**src/design/twodo_pkg.sv**
```systemverilog
// Shared types, constants and the arctangent table for the tracking-wheel odometry unit.
package twodo_pkg;

  localparam int POS_FRAC_DEFAULT  = 8;
  localparam int TRIG_FRAC_DEFAULT = 16;

  localparam int HEADING_W = 16;
  localparam int COUNT_W   = 32;
  localparam int POS_W     = 48;
  localparam int DELTA_W   = COUNT_W + 2;
  localparam int ANGLE_W   = 32;
  localparam int CORDIC_W  = 33;
  localparam int CORDIC_FRAC  = 30;
  localparam int CORDIC_ITERS = 30;
  localparam int ITER_W    = 5;
  localparam int QUEUE_DEPTH = 2;

  localparam logic [HEADING_W-1:0] HEADING_WRAP = 16'd36000;
  localparam logic [31:0] ANG_QUO   = 32'd119304;
  localparam logic [24:0] ANG_REM   = 25'd728;
  localparam logic [24:0] ANG_HALF  = 25'd562;
  localparam logic [51:0] ANG_RECIP = 52'd61083980;
  localparam int          ANG_RECIP_SH = 36;
  localparam logic signed [ANGLE_W-1:0] ANGLE_QUARTER = 32'sh4000_0000;
  localparam logic signed [ANGLE_W-1:0] ANGLE_NEG_QUARTER = 32'shC000_0000;
  localparam logic signed [CORDIC_W-1:0] CORDIC_GAIN = 33'sd652032874;

  typedef struct packed {
    logic signed [DELTA_W-1:0] fwd2;
    logic signed [DELTA_W-1:0] lat2;
    logic signed [ANGLE_W-1:0] angle;
    logic                      flip;
  } odo_item_t;

  typedef enum logic [1:0] {
    F_IDLE,
    F_MUL1,
    F_MUL2,
    F_PUSH
  } front_state_t;

  typedef enum logic [2:0] {
    B_IDLE,
    B_ROT,
    B_TRIG,
    B_MUL,
    B_SUM,
    B_ACC
  } back_state_t;

  function automatic logic signed [CORDIC_W-1:0] atan_angle(input logic [ITER_W-1:0] idx);
    logic signed [CORDIC_W-1:0] a;
    case (idx)
      5'd0:  a = 33'sd536870912;
      5'd1:  a = 33'sd316933406;
      5'd2:  a = 33'sd167458907;
      5'd3:  a = 33'sd85004756;
      5'd4:  a = 33'sd42667331;
      5'd5:  a = 33'sd21354465;
      5'd6:  a = 33'sd10679838;
      5'd7:  a = 33'sd5340245;
      5'd8:  a = 33'sd2670163;
      5'd9:  a = 33'sd1335087;
      5'd10: a = 33'sd667544;
      5'd11: a = 33'sd333772;
      5'd12: a = 33'sd166886;
      5'd13: a = 33'sd83443;
      5'd14: a = 33'sd41722;
      5'd15: a = 33'sd20861;
      5'd16: a = 33'sd10430;
      5'd17: a = 33'sd5215;
      5'd18: a = 33'sd2608;
      5'd19: a = 33'sd1304;
      5'd20: a = 33'sd652;
      5'd21: a = 33'sd326;
      5'd22: a = 33'sd163;
      5'd23: a = 33'sd81;
      5'd24: a = 33'sd41;
      5'd25: a = 33'sd20;
      5'd26: a = 33'sd10;
      5'd27: a = 33'sd5;
      5'd28: a = 33'sd3;
      5'd29: a = 33'sd1;
      default: a = '0;
    endcase
    return a;
  endfunction

endpackage

```
**src/design/twodo_queue.sv**
```systemverilog
// Short queue of classified samples between the front end and the rotation back end.
module twodo_queue (
  input  logic                 clk,
  input  logic                 rst_n,
  input  logic                 push,
  input  twodo_pkg::odo_item_t push_item,
  output logic                 q_full,
  input  logic                 pop,
  output twodo_pkg::odo_item_t pop_item,
  output logic                 q_valid
);
  import twodo_pkg::*;

  localparam int PtrW = (QUEUE_DEPTH > 1) ? $clog2(QUEUE_DEPTH) : 1;
  localparam int CntW = $clog2(QUEUE_DEPTH + 1);

  odo_item_t           entries_r [QUEUE_DEPTH];
  logic [PtrW-1:0]     wr_ptr_r, rd_ptr_r;
  logic [CntW-1:0]     count_r;

  assign q_full   = (count_r == CntW'(QUEUE_DEPTH));
  assign q_valid  = (count_r != '0);
  assign pop_item = entries_r[rd_ptr_r];

  function automatic logic [PtrW-1:0] ptr_inc(input logic [PtrW-1:0] p);
    return (p == PtrW'(QUEUE_DEPTH - 1)) ? '0 : p + 1'b1;
  endfunction

  always_ff @(posedge clk) begin
    if (!rst_n) begin
      wr_ptr_r <= '0;
      rd_ptr_r <= '0;
      count_r  <= '0;
    end else begin
      if (push) wr_ptr_r <= ptr_inc(wr_ptr_r);
      if (pop)  rd_ptr_r <= ptr_inc(rd_ptr_r);
      if (push && !pop)      count_r <= count_r + 1'b1;
      else if (pop && !push) count_r <= count_r - 1'b1;
    end
  end

  always_ff @(posedge clk) begin
    if (push) entries_r[wr_ptr_r] <= push_item;
  end

endmodule

```
**config.mk**
```make
export PLATFORM = sky130hd
export DESIGN_NAME = twodo_queue
export DESIGN_NICKNAME = d
export VERILOG_FILES = /design/src/design/twodo_pkg.sv /design/src/design/twodo_queue.sv
export SDC_FILE = /design/constraint.sdc
export NUM_CORES = 1
export LEC_CHECK = 0
export ABC_AREA = 1
export BUFFER_PORTS_ARGS = -buffer_cell sky130_fd_sc_hd__buf_2
export CAP_MARGIN = 20
export CORE_UTILIZATION = 42
export CTS_CLUSTER_DIAMETER = 200
export DETAILED_ROUTE_END_ITERATION = 12
export GPL_ROUTABILITY_DRIVEN = 1
export HOLD_SLACK_MARGIN = 0.06
export PLACE_DENSITY = 0.64
export RECOVER_POWER = 100
export SLEW_MARGIN = 20
export SYNTH_ARGS = -nofsm -noshare
export SYNTH_HDL_FRONTEND = slang
export SYNTH_SLANG_ARGS = --single-unit
```
**constraint.sdc**
```tcl
create_clock -name clk -period 12 [get_ports clk]
set_clock_uncertainty 0.05 [all_clocks]
set_input_delay 2.4 -clock clk [delete_from_list [all_inputs] [get_ports clk]]
set_output_delay 2.4 -clock clk [all_outputs]
set_load 0.02 [all_outputs]
```
# Word level (Yosys, flattened, before mapping)
# Memory sizes are Yosys's and may differ from the RTL's. A register that Yosys moved wholly into a read port is not among the register bits.
# Index checks and enable logic that the tools add are counted.
# Widths: inputs -> output; s select.
word_totals:
  regBits: 4
  mem_bits_rw: 202
  output_inout_bits: 103
  mem_count: 1
memory_table:
  columns: ["name", "depth", "word_bits", "read_ports", "rd_ports_with_merged_regs", "write_ports", "line_no", "rtl"]
  rows:
  - ["entries_r", 2, 101, 1, 1, 1, "twodo_queue.sv:17", "odo_item_t entries_r [QUEUE_DEPTH];"]
classes:
  addsub: 4
  n_eq_ne: 1
  muxes: 8
  reduce_logical: 6
ops:
  columns: ["op", "count"]
  rows:
  - ["$mux 1", 6]
  - ["$mux 2", 2]
  - ["$reduce_bool 2->1", 2]
  - ["$add 1x1->1 const B", 2]
  - ["$add 2x1->2 const B", 1]
  - ["$eq 2x2->1 const B", 1]
  - ["$logic_and 1x1->1", 2]
  - ["$logic_not 1->1", 2]
  - ["$sub 2x1->2 const B", 1]

# Logic depth before layout (Yosys ltp)
depth:
  word_depth: 4
  depth_mapped: 8

# Worst setup path before layout
# Ideal clock, no wire load.
synth_path:
  path_kind: "input -> register"
  startpoint: "input port push"
  endpoint: "memory entries_r[0][0] (netlist bit), enable pin"
  setup_time_ns: 0.564
  arrival_ns: 6.668
  t_required_ns: 11.386
  setup_slack_ns: 4.718
  path_stages: 2
  n_path_buf: 0
  path_cell_list: "inv_1 nor2_1"
synth_via:
  elab_chain_cells: 2
synth_rtl:
  columns: ["element", "line_no", "rtl"]
  rows:
  - ["from (decl)", "twodo_queue.sv:5", "input logic push,"]
  - ["$mux 1", "twodo_queue.sv:43", "if (push) entries_r[wr_ptr_r] <= push_item;"]
  - ["$mux 1 (not written as such)", "twodo_queue.sv:43", null]
  - ["to (decl)", "twodo_queue.sv:17", null]
# No other way between the ends.

# Worst setup path after layout
layout_path:
  startpoint: "input port push"
  endpoint: "memory entries_r[1][94] (netlist bit), enable pin"
# The elaborated chain is that of the path after synthesis.

==> flow_metrics.tcl <==
set metrics [dict create \
    timing_worst_setup_path_type "in2reg" \
    timing.fmax_ghz 0.1573 \
    worst-endpoint-arrival_ns 6.35 \
    drc_errors 0 \
    antenna_left 0 \
    run_status "complete, but fails checks" \
    placeableCoreArea_sq_um 18270 \
    number_of_sinks_handled_by_clock_tree_synthesis 207 \
    grt_pass1_vias 4172 \
    die_w_um 139.7 \
    worstPathCellList "clkbuf_1 > nand2_1 > clkinvlp_2 > clkbuf_1" \
    grt_use_total_pct 14.37 \
    synth_top_area_cell "edfxtp_1" \
    hold_viol_final 0 \
    post_drt_via_cell_ratio 4.740 \
    p_per_area_nw_per_um2 175.9 \
    rsz0062_at_grt "no" \
    io_pins 208 \
    cts_hold_repair.buffers 0 \
    synthesis.area_sq_um 7965 \
    clock_latency_ns 0.49 \
    syn-instance-count 349 \
    synth_warnings 0 \
    std_cell_rows 49 \
    port_buffers 207 \
    grt_first_pass_wirelength_um 21950 \
    drt-total-wl_um 14160 \
    grt_start_max_net_pins 57 \
    clk_transition_reported_paths_ns 0.06 \
    grt_overflow 0 \
    finalCritPeriodShare_pct 52.97 \
    layout_net_count 679 \
    cp_top_family "buffers and inverters" \
    synth.top_cells.by_area "edfxtp_1 76%, mux2_4 17%, buf_12 2.3%, mux2_2 1.6%, dfxtp_1 1.3%" \
    synthesis.area_per_instance_sq_um 22.82 \
    setup_viol 0 \
    worst_slew_pin_slew_ns 3.309 \
    yosysSeqAreaShare_pct 77.41 \
    cts_buffers 22 \
    cp-start-kind "input port" \
    crit_path_top_delay_cell "clkbuf_1" \
    via_count 3877 \
    cell_occurring_most_often_along_the_worst_timing_path "clkbuf_1" \
    hold_path.class "reg2reg" \
    ctsRootBufferMaster "clkbuf_16" \
    detailedRoute.firstIterationViolations 186 \
    floorplan.die_area_sq_um 19520 \
    critical_path_peak_fanout 54 \
    cp.buffers_inverters 3 \
    holdWs_ns 0.4622 \
    post-synth-top-area-fraction_pct 76.15 \
    finalMaxSlewViolations 261 \
    buffers_inserted_during_post_cts_setup_optimization 0 \
    initial_core_util_pct 43.60 \
    gp_congestion 0.7500 \
    max-slew-margin-rel_pct -120.6 \
    required_ns 11.99 \
    failed_checks "capacitance limit, slew limit" \
    area_delta_synth_final_pct 18.11 \
    standby_leakage_power_nw 3.416 \
    cts_resized 0 \
    cts-htree-levels 1 \
    post_route_cells_drive_above_1_share_pct 31.75 \
    ys_ff_latch 207 \
    grt_antenna_before_repair 0 \
    route.detailed.wl_per_inst_um 17.31 \
    die-height_um 139.7 \
    clock_tree_from_tritoncts "done" \
    nFillCells 1605 \
    place.detailed.hpwl_um 9016 \
    yosysUniqueCellTypes 15 \
    antennaDiodeCount 0 \
    timing.max_cap.violations 5 \
    ir_worst_vdd_uv 139.3 \
    timing.critical_path.slowest_cell_delay_ns 2.27 \
    drt_first_pass_iters 4 \
    cts_max_path_buffers 3 \
    timing.reg2reg.setup_slack_ns 7.35 \
    synth.net_count 455 \
    timing.setup.tns_ns 0 \
    finalWorstPathRequiredPeriod_ns 6.356 \
    cp-end-kind "register" \
]
==> report_power, final <==
| group | switching (mW) | leakage, nW | internal, mW |
|---|---|---|---|
| combinational | 0.0977 | 1.14 | 0.0549 |
| clock | 0.257 | 0.341 | 0.392 |
| sequential | 0.0133 | 1.94 | 0.840 |
==> worst register-to-register path: stages, from the launching register on <==
cell and delay, ns:
dfxtp_1 0.39, nand2_1 0.10, clkinvlp_2 1.30, clkbuf_1 2.28
==> cells in the final DEF, fill, tap and decap left out, drive strengths merged <==
cell / instances
a21oi: 1
nand4: 1
nor2: 8
nand2: 9
nand3: 1
o21ai: 1
clkbuf: 93
inv: 7
bufinv: 2
clkinv: 9
ha: 1
buf: 146
clkinvlp: 2
edfxtp: 202
mux2: 101
dfxtp: 5
==> layer usage <==
layer  global-route usage [%]  share of wire (%)  vias up
li1                         -                  -     1813
met1                    16.77                 42     1880
met2                    24.55                 47      160
met3                    4.955                8.5       24
met4                    5.090                1.9        0
met5                        0                  0        -
==> through the flow <==
stage               utilization (%)  power (mW)  instances  instance area [sq um]  setup WS, ns
floorplan                         -      0.9969        349                   7965         4.718
finish                        51.49       1.655        818                   9408         5.644
detailed placement            50.00       1.053        778                   9135         7.111
global route                  51.49       1.721        818                   9408         5.063
global placement              50.00       1.047        778                   9135         7.162
CTS                           53.84       1.711        818                   9836         6.560
==> final timing paths <==
check,start,cells after the start,to
worst min register to register,rd_ptr_r,2,rd_ptr_r
worst max-delay path,push,4,entries_r[1][94]
worst min-delay path,rd_ptr_r,2,rd_ptr_r
worst max register to register,wr_ptr_r,3,entries_r[1][94]
==> kinds of logic (layout without fill, tap and decap cells) <==
group                    Yosys count  count (layout)  share of synthesized area (%)
AO/OA/AOI/OAI                      2               2                         0.1255
adder cells (fa/ha/maj)            1               1                         0.1571
buffers and inverters             19             259                          2.843
flip-flops                       207             207                          77.41
multiplexers                     101             101                          18.52
AND/OR/NAND/NOR                   19              19                         0.9425
==> area by class of cell <==
cell class	instances	area, sq um	area share [%]
multi-input cells	123	1250	13.29
well taps	229	286.5	3.046
inverters	8	31.28	0.3325
clock inverters	12	106.4	1.130
flip-flops and latches	207	6166	65.54
clock buffers	28	594.3	6.317
repair buffers	211	973.4	10.35
==> flip-flops by register name, indices dropped and copies added (netlist names), named ones only <==
signal and count:
count_r 2, entries_r 202, rd_ptr_r 1, wr_ptr_r 1
==> synth_stat cells, drive strengths merged <==
library cell / count
nand4: 1
nor2: 8
ha: 1
edfxtp: 202
inv: 8
nand2: 9
dfxtp: 5
nand3: 1
a21oi: 1
o21ai: 1
buf: 11
mux2: 101
(Power assumes the default switching activity.)
