--- config.mk ---
export PLATFORM = sky130hd
export DESIGN_NAME = twodo_front
export DESIGN_NICKNAME = d
export VERILOG_FILES = /design/src/design/twodo_pkg.sv /design/src/design/twodo_front.sv
export SDC_FILE = /design/constraint.sdc
export NUM_CORES = 1
export LEC_CHECK = 0
export BUFFER_PORTS_ARGS = -buffer_cell sky130_fd_sc_hd__buf_2
export CAP_MARGIN = 20
export CORE_UTILIZATION = 40
export DETAILED_ROUTE_END_ITERATION = 10
export PLACE_DENSITY = 0.59
export SLEW_MARGIN = 40
export SYNTH_ARGS = -nofsm -noshare
export SYNTH_HDL_FRONTEND = slang
export SYNTH_SLANG_ARGS = --single-unit
--- constraint.sdc ---
create_clock -name clk -period 11.1 [get_ports clk]
set_input_delay 1.665 -clock clk [delete_from_list [all_inputs] [get_ports clk]]
set_output_delay 1.665 -clock clk [all_outputs]
set_load 0.02 [all_outputs]
--- src/design/twodo_pkg.sv ---
// Shared types, constants and the arctangent table for the tracking-wheel odometry unit.
package twodo_pkg;

  localparam int POS_FRAC_DEFAULT  = 8;
  localparam int TRIG_FRAC_DEFAULT = 16;

  localparam int HEADING_W = 16;
  localparam int COUNT_W   = 32;
  localparam int POS_W     = 48;
  localparam int DELTA_W   = COUNT_W + 2;
  localparam int ANGLE_W   = 32;
  localparam int CORDIC_W  = 33;
  localparam int CORDIC_FRAC  = 30;
  localparam int CORDIC_ITERS = 30;
  localparam int ITER_W    = 5;
  localparam int QUEUE_DEPTH = 2;

  localparam logic [HEADING_W-1:0] HEADING_WRAP = 16'd36000;
  localparam logic [31:0] ANG_QUO   = 32'd119304;
  localparam logic [24:0] ANG_REM   = 25'd728;
  localparam logic [24:0] ANG_HALF  = 25'd562;
  localparam logic [51:0] ANG_RECIP = 52'd61083980;
  localparam int          ANG_RECIP_SH = 36;
  localparam logic signed [ANGLE_W-1:0] ANGLE_QUARTER = 32'sh4000_0000;
  localparam logic signed [ANGLE_W-1:0] ANGLE_NEG_QUARTER = 32'shC000_0000;
  localparam logic signed [CORDIC_W-1:0] CORDIC_GAIN = 33'sd652032874;

  typedef struct packed {
    logic signed [DELTA_W-1:0] fwd2;
    logic signed [DELTA_W-1:0] lat2;
    logic signed [ANGLE_W-1:0] angle;
    logic                      flip;
  } odo_item_t;

  typedef enum logic [1:0] {
    F_IDLE,
    F_MUL1,
    F_MUL2,
    F_PUSH
  } front_state_t;

  typedef enum logic [2:0] {
    B_IDLE,
    B_ROT,
    B_TRIG,
    B_MUL,
    B_SUM,
    B_ACC
  } back_state_t;

  function automatic logic signed [CORDIC_W-1:0] atan_angle(input logic [ITER_W-1:0] idx);
    logic signed [CORDIC_W-1:0] a;
    case (idx)
      5'd0:  a = 33'sd536870912;
      5'd1:  a = 33'sd316933406;
      5'd2:  a = 33'sd167458907;
      5'd3:  a = 33'sd85004756;
      5'd4:  a = 33'sd42667331;
      5'd5:  a = 33'sd21354465;
      5'd6:  a = 33'sd10679838;
      5'd7:  a = 33'sd5340245;
      5'd8:  a = 33'sd2670163;
      5'd9:  a = 33'sd1335087;
      5'd10: a = 33'sd667544;
      5'd11: a = 33'sd333772;
      5'd12: a = 33'sd166886;
      5'd13: a = 33'sd83443;
      5'd14: a = 33'sd41722;
      5'd15: a = 33'sd20861;
      5'd16: a = 33'sd10430;
      5'd17: a = 33'sd5215;
      5'd18: a = 33'sd2608;
      5'd19: a = 33'sd1304;
      5'd20: a = 33'sd652;
      5'd21: a = 33'sd326;
      5'd22: a = 33'sd163;
      5'd23: a = 33'sd81;
      5'd24: a = 33'sd41;
      5'd25: a = 33'sd20;
      5'd26: a = 33'sd10;
      5'd27: a = 33'sd5;
      5'd28: a = 33'sd3;
      5'd29: a = 33'sd1;
      default: a = '0;
    endcase
    return a;
  endfunction

endpackage

--- src/design/twodo_front.sv ---
// Front end: takes samples, forms count deltas and the folded binary heading angle.
module twodo_front (
  input  logic                                  clk,
  input  logic                                  rst_n,
  input  logic                                  in_valid,
  output logic                                  in_stall,
  input  logic [twodo_pkg::HEADING_W-1:0]       in_heading_centideg,
  input  logic signed [twodo_pkg::COUNT_W-1:0]  in_left_count,
  input  logic signed [twodo_pkg::COUNT_W-1:0]  in_right_count,
  input  logic signed [twodo_pkg::COUNT_W-1:0]  in_lateral_count,
  output logic                                  push,
  output twodo_pkg::odo_item_t                  push_item,
  input  logic                                  q_full
);
  import twodo_pkg::*;

  front_state_t state_r, state_nxt;

  logic signed [COUNT_W-1:0] last_left_r, last_right_r, last_lateral_r;
  logic signed [DELTA_W-1:0] fwd2_r, lat2_r;
  logic [HEADING_W-1:0]      hmod_r;
  logic [24:0]               v_r;
  logic [31:0]               a_r;
  logic [14:0]               q_r;

  logic                        accept;
  logic signed [COUNT_W:0]     dl, dr, dm;
  logic [HEADING_W-1:0]        hmod;
  logic [51:0]                 prod;
  logic [ANGLE_W-1:0]          zu;
  logic signed [ANGLE_W-1:0]   zs;
  logic                        fold;

  assign accept = in_valid && !in_stall;

  assign dl   = (COUNT_W+1)'(in_left_count) - (COUNT_W+1)'(last_left_r);
  assign dr   = (COUNT_W+1)'(in_right_count) - (COUNT_W+1)'(last_right_r);
  assign dm   = (COUNT_W+1)'(in_lateral_count) - (COUNT_W+1)'(last_lateral_r);
  assign hmod = (in_heading_centideg >= HEADING_WRAP) ?
                (in_heading_centideg - HEADING_WRAP) : in_heading_centideg;
  assign prod = {27'd0, v_r} * ANG_RECIP;

  assign zu   = a_r + {17'd0, q_r};
  assign zs   = signed'(zu);
  assign fold = (zs > ANGLE_QUARTER) || (zs < ANGLE_NEG_QUARTER);

  always_comb begin
    state_nxt = state_r;
    case (state_r)
      F_IDLE: begin
        if (in_valid) state_nxt = F_MUL1;
      end
      F_MUL1: state_nxt = F_MUL2;
      F_MUL2: state_nxt = F_PUSH;
      F_PUSH: begin
        if (!q_full) state_nxt = F_IDLE;
      end
      default: state_nxt = F_IDLE;
    endcase
  end

  always_comb begin
    in_stall = 1'b1;
    push     = 1'b0;
    case (state_r)
      F_IDLE:  in_stall = 1'b0;
      F_PUSH:  push = !q_full;
      default: ;
    endcase
  end

  always_comb begin
    push_item.fwd2  = fwd2_r;
    push_item.lat2  = lat2_r;
    push_item.angle = fold ? signed'({~zu[ANGLE_W-1], zu[ANGLE_W-2:0]}) : zs;
    push_item.flip  = fold;
  end

  always_ff @(posedge clk) begin
    if (!rst_n) begin
      state_r        <= F_IDLE;
      last_left_r    <= '0;
      last_right_r   <= '0;
      last_lateral_r <= '0;
    end else begin
      state_r <= state_nxt;
      if (accept) begin
        last_left_r    <= in_left_count;
        last_right_r   <= in_right_count;
        last_lateral_r <= in_lateral_count;
      end
    end
  end

  always_ff @(posedge clk) begin
    if (accept) begin
      fwd2_r <= DELTA_W'(dl) + DELTA_W'(dr);
      lat2_r <= signed'({dm, 1'b0});
      hmod_r <= hmod;
    end
    if (state_r == F_MUL1) begin
      v_r <= 25'({9'd0, hmod_r} * ANG_REM) + ANG_HALF;
      a_r <= {16'd0, hmod_r} * ANG_QUO;
    end
    if (state_r == F_MUL2) begin
      q_r <= prod[ANG_RECIP_SH+14:ANG_RECIP_SH];
    end
  end

endmodule

# Word-level counts from Yosys, hierarchy flattened
# Index checks and enable logic that the tools add are counted.
# totals
register_bits	250
inputBits	116
output_inout_bits	103
elab_cells	41
# op_classes
addsub	7
n_mul	3
n_lt_le_gt_ge	3
n_eq_ne	5
mux	7
bitwise	1
n_reduce_logical	5
# ops
cell	count
32-bit by 32-bit subtractor with 33-bit output	3
25-bit by 24-bit multiplier with 49-bit output (second input constant)	1
33-bit by 33-bit adder with 34-bit output	1
32-bit by 15-bit adder with 32-bit output	1
32-bit greater-than comparator (second input constant)	1
32-bit by 31-bit less-than comparator with 1-bit output (second input constant)	1
32-bit 2-to-1 mux	1
16-bit by 14-bit multiplier with 29-bit output (second input constant)	1
25-bit by 10-bit adder with 25-bit output (second input constant)	1
16-bit by 7-bit multiplier with 22-bit output (second input constant)	1
16-bit >= comparator (second input constant)	1
16-bit 2-to-1 mux	1
16-bit subtractor (second input constant)	1
2-bit case mux with 4 select lines	1
2-bit equality test (second input constant)	2
2-bit 2-to-1 mux	2
2-bit inequality test (second input constant)	2
2-bit by 1-bit equality test with 1-bit output (second input constant)	1
2-bit zero test	1
1-bit 2-to-1 mux	2
2-bit AND reduction	1
1-bit logical AND	1
1-bit zero test	1
1-bit logical OR	1
1-bit inverter	1

# Longest topological paths before layout
# Gate-level depths: netlist of run 1.
# logic_depth
depth_word	4
mapped_depth	24
depth_no_buf	24

# Worst setup path after synthesis of run 1
# No wires, ideal clock.
# synth_path
path_kind	reg2reg
start	register v_r[4]
end	register q_r[14] (data pin)
setup_ns	0.266
arrival_time_ns	6.357
required_ns	10.834
setup_slack_ns	4.478
stages_incl_launch_ff	25
n_path_buf	0
period_less_slack_ns	6.622
path_cell_list	edfxtp_1 > inv_1 > fa_1 > inv_1 > fa_1 > fa_1 > fa_1 > inv_1 > fa_1 > inv_1 > fa_1 > inv_1 > fa_1 > inv_1 > ha_1 > nand2_1 > nor2_1 > and2_1 > nor2b_1 > o211ai_1 > a31oi_1 > o21a_1 > o21a_1 > o41ai_1 > xnor2_1
# synth_between
elab_chain_len	1
# synth_rtl
item	line	text
start, declared	twodo_front.sv:22	logic [24:0] v_r;
start signal, assigned	twodo_front.sv:102	v_r <= 25'({9'd0, hmod_r} * ANG_REM) + ANG_HALF;
25-bit by 24-bit multiplier with 49-bit output	twodo_front.sv:41	assign prod = {27'd0, v_r} * ANG_RECIP;
net prod[50]	twodo_front.sv:29	logic [51:0] prod;
end signal, assigned	twodo_front.sv:106	q_r <= prod[ANG_RECIP_SH+14:ANG_RECIP_SH];
end, declared	twodo_front.sv:24	logic [14:0] q_r;
# The timed path passes the listed nets, and every way through them passes these cells.
# A chain may end at the register's enable or synchronous reset.

# Final worst setup path of run 1
# Ends and elaborated chain as after synthesis.

==> results of run 1 <==
layer usage:
| metal | wire, um | track usage |
|---|---|---|
| met2 | 29300 | 0.321 |
| met3 | 3270 | 0.0461 |
| met1 | 25900 | 0.227 |
| met4 | 1170 | 0.0417 |
| met5 | 118 | 0 |
Yosys cell counts, types with 4 or more instances:
cell	instances
sky130_fd_sc_hd__ha_1	447
sky130_fd_sc_hd__inv_1	395
sky130_fd_sc_hd__fa_1	285
sky130_fd_sc_hd__nand2_1	270
sky130_fd_sc_hd__edfxtp_1	148
sky130_fd_sc_hd__xnor2_1	117
sky130_fd_sc_hd__a21boi_0	100
sky130_fd_sc_hd__a21oi_1	98
sky130_fd_sc_hd__dfxtp_1	98
sky130_fd_sc_hd__nor2_1	95
sky130_fd_sc_hd__o21ai_0	65
sky130_fd_sc_hd__a21o_1	51
sky130_fd_sc_hd__xor2_1	49
sky130_fd_sc_hd__nor3_1	42
sky130_fd_sc_hd__clkbuf_1	36
sky130_fd_sc_hd__nand3_1	33
sky130_fd_sc_hd__o21a_1	27
sky130_fd_sc_hd__nor2b_1	20
sky130_fd_sc_hd__a31oi_1	18
sky130_fd_sc_hd__nand4_1	13
sky130_fd_sc_hd__o211ai_1	13
sky130_fd_sc_hd__o21bai_1	13
sky130_fd_sc_hd__nand2b_1	12
sky130_fd_sc_hd__and3_1	11
sky130_fd_sc_hd__a211oi_1	8
sky130_fd_sc_hd__o21ai_1	8
sky130_fd_sc_hd__a31o_2	7
sky130_fd_sc_hd__nand4b_1	6
sky130_fd_sc_hd__nor4_1	6
sky130_fd_sc_hd__or2_2	6
sky130_fd_sc_hd__a211o_1	5
sky130_fd_sc_hd__buf_4	5
sky130_fd_sc_hd__or3_1	5
sky130_fd_sc_hd__and2_1	4
sky130_fd_sc_hd__mux2i_1	4
worst max path at each step:
stage,start,end,slack (ns),depth (start not counted)
detailed placement,v_r[4],q_r[14],3.90,24
global route,v_r[4],q_r[14],3.55,24
floorplan,v_r[4],q_r[14],4.48,24
finish,v_r[4],q_r[14],3.96,24
global placement,v_r[4],q_r[14],4.07,24
CTS,v_r[4],q_r[14],3.90,24
cell type report:
class,instances,area (um2)
diodes,6,15.0
clock buffers,51,986
clock inverters,9,60.1
fillers,6168,36100
inverters,396,1490
multi-input cells,1923,18600
flip-flops and latches,246,6410
well taps,864,1080
repair buffers,226,1160
worst register-to-register path: cells and delay by family (launching register included):
kind,cells,cell delay [ns]
simple gates,4,0.45
buf+inv,6,0.52
xor+xnor,1,0.12
compound gates,5,1.09
fa+ha+maj,8,3.95
flops,1,0.74
logic make-up (layout without fill, tap and decap cells):
family / Yosys count / in the layout
fa+ha+maj: 732 / 732
xor+xnor: 166 / 166
flops: 246 / 246
simple gates: 543 / 543
other cells: 1 / 7
compound gates: 477 / 477
mux: 4 / 4
buf+inv: 438 / 682
per-stage QoR:
step            util  area, um2  instances  hold slack [ns]  setup WS, ns
6_report       0.453      29800       3721            0.462          3.96
5_1_grt        0.453      29800       3718            0.478          3.55
4_1_cts        0.452      29800       3715            0.465          3.90
3_5_place_dp   0.436      28700       3655            0.458          3.90
3_3_place_gp   0.436      28700       3655            0.451          4.07
2_1_floorplan      -      26700       2607            0.443          4.48
state kept, by name, summed over array words and instances, names as in the netlist:
register	count
lat2_r	33
v_r	21
a_r	29
fwd2_r	34
last_left_r	32
last_lateral_r	32
state_r	2
hmod_r	16
q_r	15
last_right_r	32
==> qor.yml, run 1 <==
logic_synthesis:
  synthesis.area_um2: 26700
  synth-simple-area-share: 0.0925
  synth.ff_latch_count: 246
  synth_compound_area_frac: 0.125
  synthAdderAreaFrac: 0.424
  synthXorXnorAreaFrac: 0.0545
  synth_fp_nets: 3455
  synth.yosys.warnings: 0
  synth_sequential_area_ratio: 0.240
  syn_avg_cell_area_um2: 10.2
  yosys.cell_types.count: 87
  synth_edf_count: 148
  synth_top_cell_area_share: 0.214
  syn-instance-count: 2607
  netlist_top_cells_area: "sky130_fd_sc_hd__fa_1 (21%), sky130_fd_sc_hd__ha_1 (21%), sky130_fd_sc_hd__edfxtp_1 (17%), sky130_fd_sc_hd__dfxtp_1 (7.4%), sky130_fd_sc_hd__inv_1 (5.6%)"
  synth_top_area_cell: "sky130_fd_sc_hd__fa_1"
  multiplexer_share_of_the_synthesized_area: 0.00150
  dominant_combinational_cell_family_by_area_after_synthesis: "adder cells"
  synth_flop_cell: "sky130_fd_sc_hd__edfxtp_1"
  asyncSetResetFlopFracSynth: 0
run:
  cap_viol_max_count: 0
finish:
  mostFrequentLayoutCells: "sky130_fd_sc_hd__ha_1 (445), sky130_fd_sc_hd__inv_1 (395), sky130_fd_sc_hd__fa_1 (285), sky130_fd_sc_hd__nand2_1 (269), sky130_fd_sc_hd__buf_2 (217)"
  fraction_of_final_layout_cells_sized_beyond_drive_strength_1: 0.110
  num-nets-final: 3675
  mostFrequentLayoutCell: "sky130_fd_sc_hd__ha_1"
  layout-area-overhead-vs-synth_pct: 11.9
global_routing:
  grt_overflow: 0
  grt_antenna_before_repair: 16
  grt_max_degree: 118
  grt_pass1_wl_mm: 101
  grtUsageTotal: 0.184
  first_global_vias: 20000
setup_path:
  critical_path.cell_chain: "inv_1, fa_1, inv_1, fa_1, fa_1, fa_1, inv_1, fa_1, inv_1, fa_1, inv_1, fa_1, inv_1, ha_1, nand2_1, nor2_1, and2_1, nor2b_1, o211ai_1, a31oi_1, o21a_1, o21a_1, o41ai_1, xnor2_1"
  timing.rr.start: "v_r[4]"
  critPathMaxStageDelay_ns: 0.74
  setup.worst_path.class: "reg2reg"
  timing.critical_path.buf_inv: 6
  crit-reg2reg-capture: "q_r[14]"
  start_kind: "flop"
  reg2reg_depth: 24
  worst-endpoint-arrival_ns: 7.42
  worst_path_cell_with_the_longest_stage_delay: "sky130_fd_sc_hd__edfxtp_1"
  critPathMaxFanout: 13
  cp_required_ns: 11.38
  rrSetupSlack_ns: 3.96
  path_delay_family: "adder cells"
  crit_path_end_kind: "flop"
  critical_path_s_most_frequent_cell: "sky130_fd_sc_hd__fa_1"
cts:
  ctsRootBufferMaster: "sky130_fd_sc_hd__clkbuf_16"
  cts_tree: "done"
  cts-buffers-inserted: 34
  cts_hold_buffers: 0
  clock_sinks: 246
  cts_buffer_depth: 3
  clkLatencyLatePin_ns: 0.54
  post_cts.repair.setup_buffers: 0
  htree_levels: 2
  path_clk_slew_ns: 0.06
  cts-resized-gates: 0
outcome:
  result_of_the_run: "completed"
routing:
  detail_route.drc_violations: 0
  count_of_tritonroute_iterations_in_the_first_routing_pass: 5
  vias_per_cell: 5.05
  route.detailed.wl_per_inst_um: 16.0
  routed_wirelength_mm: 59.7
  detailroute.via_count: 18800
  ant_nets: 0
  detailedRoute.firstIterationViolations: 712
placed_design:
  globalplace.congestion: 0.885
  port_buffers: 217
  hpwl_mm: 48.0
sta:
  report.final.slew_viol_count: 0
  skew_ns: 0.00907
  timing.final.crit_period_ns: 7.14
  tns_ns: 0
  report.final.setup_viol: 0
  unrepaired_setup_endpoints_after_global_routing: "no"
  achievable-frequency_mhz: 140
  timing.max_slew.rel_slack: 0.448
  worstMarginPinSlew_ns: 0.828
  final_report_hold_violation_count: 0
  period_share: 0.643
min_path:
  hold-path-cell-count: 2
  startpoint_of_the_tightest_hold_check_path: "last_lateral_r[29]"
  hold_path_class: "reg2reg"
  timing.hold.worst_endpoint: "last_lateral_r[29]"
die:
  ios: 219
  core_region_area_um2: 65900
  core.rowCount: 94
  die_height_um: 260
  initial_core_util: 0.405
  floorplan.die_area_um2: 67700
  die_width_um: 260
Power of run 1 is not shown: default switching activity piles up to over one toggle a cycle in this logic, so the estimate is an artifact.
==> inputs of run 2 (changes only) <==
Settings changed: PLACE_DENSITY 0.59 to 0.61.
Clock period 11.1 ns to 6.5 ns, I/O delays scaled along.
==> qor.yml, run 2 (synthesized netlist as in run 1, its figures left out) <==
placed_design:
  hpwl_mm: 49.4
  globalplace.congestion: 0.887
  port_buffers: 217
  pre_cts_ws_ns: 0.0457
die:
  core_region_area_um2: 65900
  die_width_um: 260
  core.rowCount: 94
  floorplan.die_area_um2: 67700
  initial_core_util: 0.405
  die_height_um: 260
  ios: 219
routing:
  detailroute.via_count: 19000
  routed_wirelength_mm: 61.2
  count_of_tritonroute_iterations_in_the_first_routing_pass: 5
  detail_route.drc_violations: 0
  route.detailed.wl_per_inst_um: 16.3
  ant_nets: 0
  vias_per_cell: 5.06
  detailedRoute.firstIterationViolations: 770
cts:
  cts-buffers-inserted: 31
  cts_tree: "done"
  clock_sinks: 246
  path_clk_slew_ns: 0.06
  cts_buffer_depth: 3
  ctsRootBufferMaster: "sky130_fd_sc_hd__clkbuf_16"
  clkLatencyLatePin_ns: 0.62
  htree_levels: 1
setup_path:
  start_kind: "flop"
  reg2reg_depth: 22
  rrSetupSlack_ns: 0.25
  critPathMaxFanout: 4
  cp_required_ns: 6.87
  crit-reg2reg-capture: "q_r[14]"
  worst-endpoint-arrival_ns: 6.62
  crit_path_end_kind: "flop"
  timing.rr.start: "v_r[5]"
  setup.worst_path.class: "reg2reg"
finish:
  layout-area-overhead-vs-synth_pct: 12.8
  fillerInstances: 6261
  mostFrequentLayoutCells: "sky130_fd_sc_hd__ha_1 (444), sky130_fd_sc_hd__inv_1 (388), sky130_fd_sc_hd__fa_1 (284), sky130_fd_sc_hd__nand2_1 (268), sky130_fd_sc_hd__buf_2 (217)"
  num-nets-final: 3701
  fraction_of_final_layout_cells_sized_beyond_drive_strength_1: 0.124
  area.sequential_um2: 6410
  mostFrequentLayoutCell: "sky130_fd_sc_hd__ha_1"
  largestRegisters: "fwd2_r: 34 flops, lat2_r: 33 flops"
  largest_register_ffs: 34
  multi_input_area_um2: 18700
  regMostFlops: "fwd2_r"
global_routing:
  first_global_vias: 19900
  grt_pass1_wl_mm: 101
  grtUsageTotal: 0.185
  grt_max_degree: 120
  grt_antenna_before_repair: 21
  grt_overflow: 0
run:
  cap_viol_max_count: 0
outcome:
  result_of_the_run: "completed"
sta:
  timing.max_slew.rel_slack: 0.513
  worstMarginPinSlew_ns: 0.730
  pnr_worst_setup_slack_ns: 0.250
  final_report_hold_violation_count: 0
  tns_ns: 0
  achievable-frequency_mhz: 160
  report.final.setup_viol: 0
  timing.final.crit_period_ns: 6.25
  unrepaired_setup_endpoints_after_global_routing: "no"
  skew_ns: 0.0313
  report.final.slew_viol_count: 0
  period_share: 0.962
min_path:
  startpoint_of_the_tightest_hold_check_path: "last_right_r[7]"
  timing.hold.worst_endpoint: "last_right_r[7]"
  hold-path-cell-count: 2
  hold_path_class: "reg2reg"
## run 2: cell count changes in the layout (fill, tap and decap cells not counted), moves of 3 or more
cell | previous run | this run
sky130_fd_sc_hd__clkinv_1 | 3 | 6
sky130_fd_sc_hd__clkbuf_1 | 11 | 6
sky130_fd_sc_hd__buf_4 | 7 | 35
sky130_fd_sc_hd__diode_2 | 6 | 9
sky130_fd_sc_hd__clkinvlp_4 | 1 | 5
sky130_fd_sc_hd__inv_1 | 395 | 388
sky130_fd_sc_hd__clkbuf_8 | 5 | 1
sky130_fd_sc_hd__inv_2 | 0 | 7
sky130_fd_sc_hd__clkbuf_16 | 35 | 31
sky130_fd_sc_hd__bufinv_16 | 0 | 3
## run 2: metrics by stage
| stage | hold slack [ns] | instances | util | area, um2 |
|---|---|---|---|---|
| floorplan | 0.443 | 2607 | - | 26700 |
| global placement | 0.451 | 3677 | 0.439 | 28900 |
| detailed placement | 0.460 | 3677 | 0.439 | 28900 |
| CTS | 0.469 | 3734 | 0.454 | 29900 |
| global route | 0.481 | 3744 | 0.456 | 30000 |
| finish | 0.463 | 3750 | 0.456 | 30100 |
## run 2: layout make-up
type / count / share of cell area
Sequential cell: 246 / 0.213
Clock buffer: 38 / 0.0270
Antenna cell: 9 / 0.000749
Inverter: 396 / 0.0497
Tap cell: 864 / 0.0360
Timing Repair Buffer: 255 / 0.0465
Clock inverter: 19 / 0.00645
Multi-Input combinational cell: 1923 / 0.621
## run 2: metal layers
| layer | up-vias | routed length [um] | GRT usage |
|---|---|---|---|
| li1 | 9339 | - | - |
| met1 | 9204 | 26600 | 0.228 |
| met2 | 302 | 29600 | 0.325 |
| met3 | 114 | 3420 | 0.0442 |
| met4 | 28 | 1350 | 0.0408 |
| met5 | - | 181 | 0 |
## run 2: worst max-delay path, stage by stage (launching register included)
cell and delay, ns:
sky130_fd_sc_hd__edfxtp_1 0.40, sky130_fd_sc_hd__inv_2 0.13, sky130_fd_sc_hd__fa_1 0.44, sky130_fd_sc_hd__fa_1 0.49
sky130_fd_sc_hd__inv_1 0.05, sky130_fd_sc_hd__fa_2 0.44, sky130_fd_sc_hd__fa_1 0.51, sky130_fd_sc_hd__inv_1 0.06
sky130_fd_sc_hd__fa_1 0.55, sky130_fd_sc_hd__fa_1 0.44, sky130_fd_sc_hd__fa_1 0.54, sky130_fd_sc_hd__inv_1 0.04
sky130_fd_sc_hd__ha_1 0.30, sky130_fd_sc_hd__nand2_2 0.08, sky130_fd_sc_hd__nor2_1 0.05, sky130_fd_sc_hd__and2_1 0.16
sky130_fd_sc_hd__nor2b_1 0.12, sky130_fd_sc_hd__o211ai_1 0.13, sky130_fd_sc_hd__a31oi_2 0.16, sky130_fd_sc_hd__o21a_1 0.24
sky130_fd_sc_hd__o21a_1 0.21, sky130_fd_sc_hd__o41ai_2 0.34, sky130_fd_sc_hd__xnor2_1 0.12
## run 2: worst max-delay path by stage
| stage | end | slack, ns | cells past startpoint | start |
|---|---|---|---|---|
| 6_report | q_r[14] | 0.25 | 22 | v_r[5] |
| 5_1_grt | q_r[14] | 0.002 | 22 | v_r[5] |
| 4_1_cts | q_r[10] | 0.06 | 24 | v_r[5] |
| 3_5_place_dp | q_r[14] | 0.05 | 24 | v_r[5] |
| 3_3_place_gp | q_r[13] | 0.12 | 23 | v_r[5] |
| 2_1_floorplan | q_r[13] | 0.02 | 24 | v_r[4] |
## run 2: what timing repair did
| item | in CTS | in global routing |
|---|---|---|
| gates resized for setup | 0 | 12 |
| hold buffers | 0 | 0 |
| buffers inserted | 0 | 7 |
| endpoints found under the setup margin | 0 | 9 |
Power of run 2 is left out for the same reason.
==> inputs of run 3 (changes only) <==
--- a/config.mk
+++ b/config.mk
@@ -9,2 +9,3 @@
 export CAP_MARGIN = 20
+export CORE_ASPECT_RATIO = 0.6
 export CORE_UTILIZATION = 40
--- a/constraint.sdc
+++ b/constraint.sdc
@@ -3,2 +3,2 @@
 set_output_delay 0.975 -clock clk [all_outputs]
-set_load 0.02 [all_outputs]
+set_load 0.05 [all_outputs]
==> qor.yml, run 3 (synthesized netlist as in run 1, its figures left out) <==
cts:
  ctsRootBufferMaster: "sky130_fd_sc_hd__clkbuf_16"
  clock_sinks: 246
  cts_hold_buffers: 0
  clkLatencyLatePin_ns: 0.60
  htree_levels: 1
  cts_tree: "done"
  cts-buffers-inserted: 29
  path_clk_slew_ns: 0.07
  cts_buffer_depth: 3
finish:
  fillerInstances: 6063
  fraction_of_final_layout_cells_sized_beyond_drive_strength_1: 0.129
  largestRegisters: "fwd2_r: 34 flops, lat2_r: 33 flops"
  largest_register_ffs: 34
  mostFrequentLayoutCell: "sky130_fd_sc_hd__ha_1"
  regMostFlops: "fwd2_r"
  layout-area-overhead-vs-synth_pct: 13.2
  multi_input_area_um2: 18700
  area.sequential_um2: 6410
  mostFrequentLayoutCells: "sky130_fd_sc_hd__ha_1 (441), sky130_fd_sc_hd__inv_1 (388), sky130_fd_sc_hd__fa_1 (283), sky130_fd_sc_hd__nand2_1 (268), sky130_fd_sc_hd__buf_2 (217)"
  final_cells: 3776
  num-nets-final: 3703
min_path:
  hold_path_class: "reg2reg"
  startpoint_of_the_tightest_hold_check_path: "last_lateral_r[11]"
  hold-path-cell-count: 2
  timing.hold.worst_endpoint: "last_lateral_r[11]"
sta:
  final_report_hold_violation_count: 0
  report.final.slew_viol_count: 0
  timing.final.crit_period_ns: 6.33
  worstMarginPinSlew_ns: 0.817
  timing.max_slew.rel_slack: 0.455
  pnr_worst_setup_slack_ns: 0.174
  report.final.setup_viol: 0
  achievable-frequency_mhz: 158
  tns_ns: 0
  skew_ns: 0.0255
  final.hold.worst_slack_ns: 0.463
  period_share: 0.973
setup_path:
  timing.critical_path.buf_inv: 7
  path_delay_family: "adder cells"
  crit-reg2reg-capture: "q_r[14]"
  timing.rr.start: "v_r[5]"
  startpoint: "v_r[5]"
  worst_path_cell_with_the_longest_stage_delay: "sky130_fd_sc_hd__fa_2"
  reg2reg_depth: 25
  worst-endpoint-arrival_ns: 6.64
  rrSetupSlack_ns: 0.17
  crit_path_end_kind: "flop"
  critPathMaxStageDelay_ns: 0.55
  setup.worst_path.class: "reg2reg"
  critPathMaxFanout: 4
  cp_required_ns: 6.82
  start_kind: "flop"
routing:
  routed_wirelength_mm: 64.9
  detailedRoute.firstIterationViolations: 1275
  detailroute.via_count: 19300
  detail_route.drc_violations: 0
  count_of_tritonroute_iterations_in_the_first_routing_pass: 7
  vias_per_cell: 5.11
  ant_nets: 0
  route.detailed.wl_per_inst_um: 17.2
global_routing:
  grt_antenna_before_repair: 20
  grt_max_degree: 99
  grtUsageTotal: 0.194
  first_global_vias: 19400
  grt_pass1_wl_mm: 104
  grt_overflow: 0
die:
  core_region_area_um2: 65100
  die_height_um: 202
  floorplan.die_area_um2: 67700
  initial_core_util: 0.409
  die_width_um: 335
  core.rowCount: 72
  ios: 219
placed_design:
  dp_cells: 3708
  pre_cts_ws_ns: 0.111
  hpwl_mm: 53.5
  globalplace.congestion: 0.930
  port_buffers: 217
run:
  cap_viol_max_count: 0
outcome:
  result_of_the_run: "completed"
[run 3: cell count changes in the layout (fill, tap and decap cells not counted), sizes merged]
cell / previous run / this run
bufinv: 3 / 5
buf: 255 / 259
clkbuf: 38 / 32
clkinv: 9 / 12
inv: 398 / 399
clkinvlp: 5 / 2
diode: 9 / 10
[run 3: how the worst max path moves through the flow]
| stage | end | slack (ns) | cells past startpoint |
|---|---|---|---|
| after detailed placement | q_r[14] | 0.11 | 24 |
| after global routing | q_r[14] | -0.04 | 24 |
| after CTS | q_r[14] | 0.09 | 24 |
| final | q_r[14] | 0.17 | 25 |
| after global placement | q_r[13] | 0.15 | 23 |
| after floorplan | q_r[13] | 0.02 | 24 |
[run 3: timing repair]
item	in CTS	in global routing
gates resized for setup	0	21
setup buffers	0	4
endpoints found under the setup margin	0	9
[run 3: tightest hold or removal path: stages, from the launching register on]
cell and delay [ns]:
sky130_fd_sc_hd__dfxtp_1 0.31, sky130_fd_sc_hd__nand2_1 0.04, sky130_fd_sc_hd__a21boi_0 0.06
[run 3: stage by stage]
stage / cell area, um2 / util
5_1_grt: 30100 / 0.463
3_5_place_dp: 29000 / 0.445
6_report: 30200 / 0.463
4_1_cts: 30000 / 0.461
2_1_floorplan: 26700 / -
3_3_place_gp: 29000 / 0.445
[run 3: layout make-up]
cell class | instances | area share
repair buffers | 259 | 0.0468
clock buffers | 32 | 0.0244
inverters | 396 | 0.0495
well taps | 888 | 0.0368
diodes | 10 | 0.000830
multi-input cells | 1923 | 0.620
flip-flops and latches | 246 | 0.212
clock inverters | 22 | 0.00925
[run 3: metal layers]
metal / wire length (um) / track usage / part of all wire / up-vias
met4: 1230 / 0.0380 / 0.019 / 24
met5: 141 / 0 / 0.0022 / -
met1: 32300 / 0.293 / 0.50 / 9369
met3: 4830 / 0.0547 / 0.074 / 95
met2: 26400 / 0.275 / 0.41 / 454
li1: - / - / - / 9360
Power of run 3 is left out for the same reason.
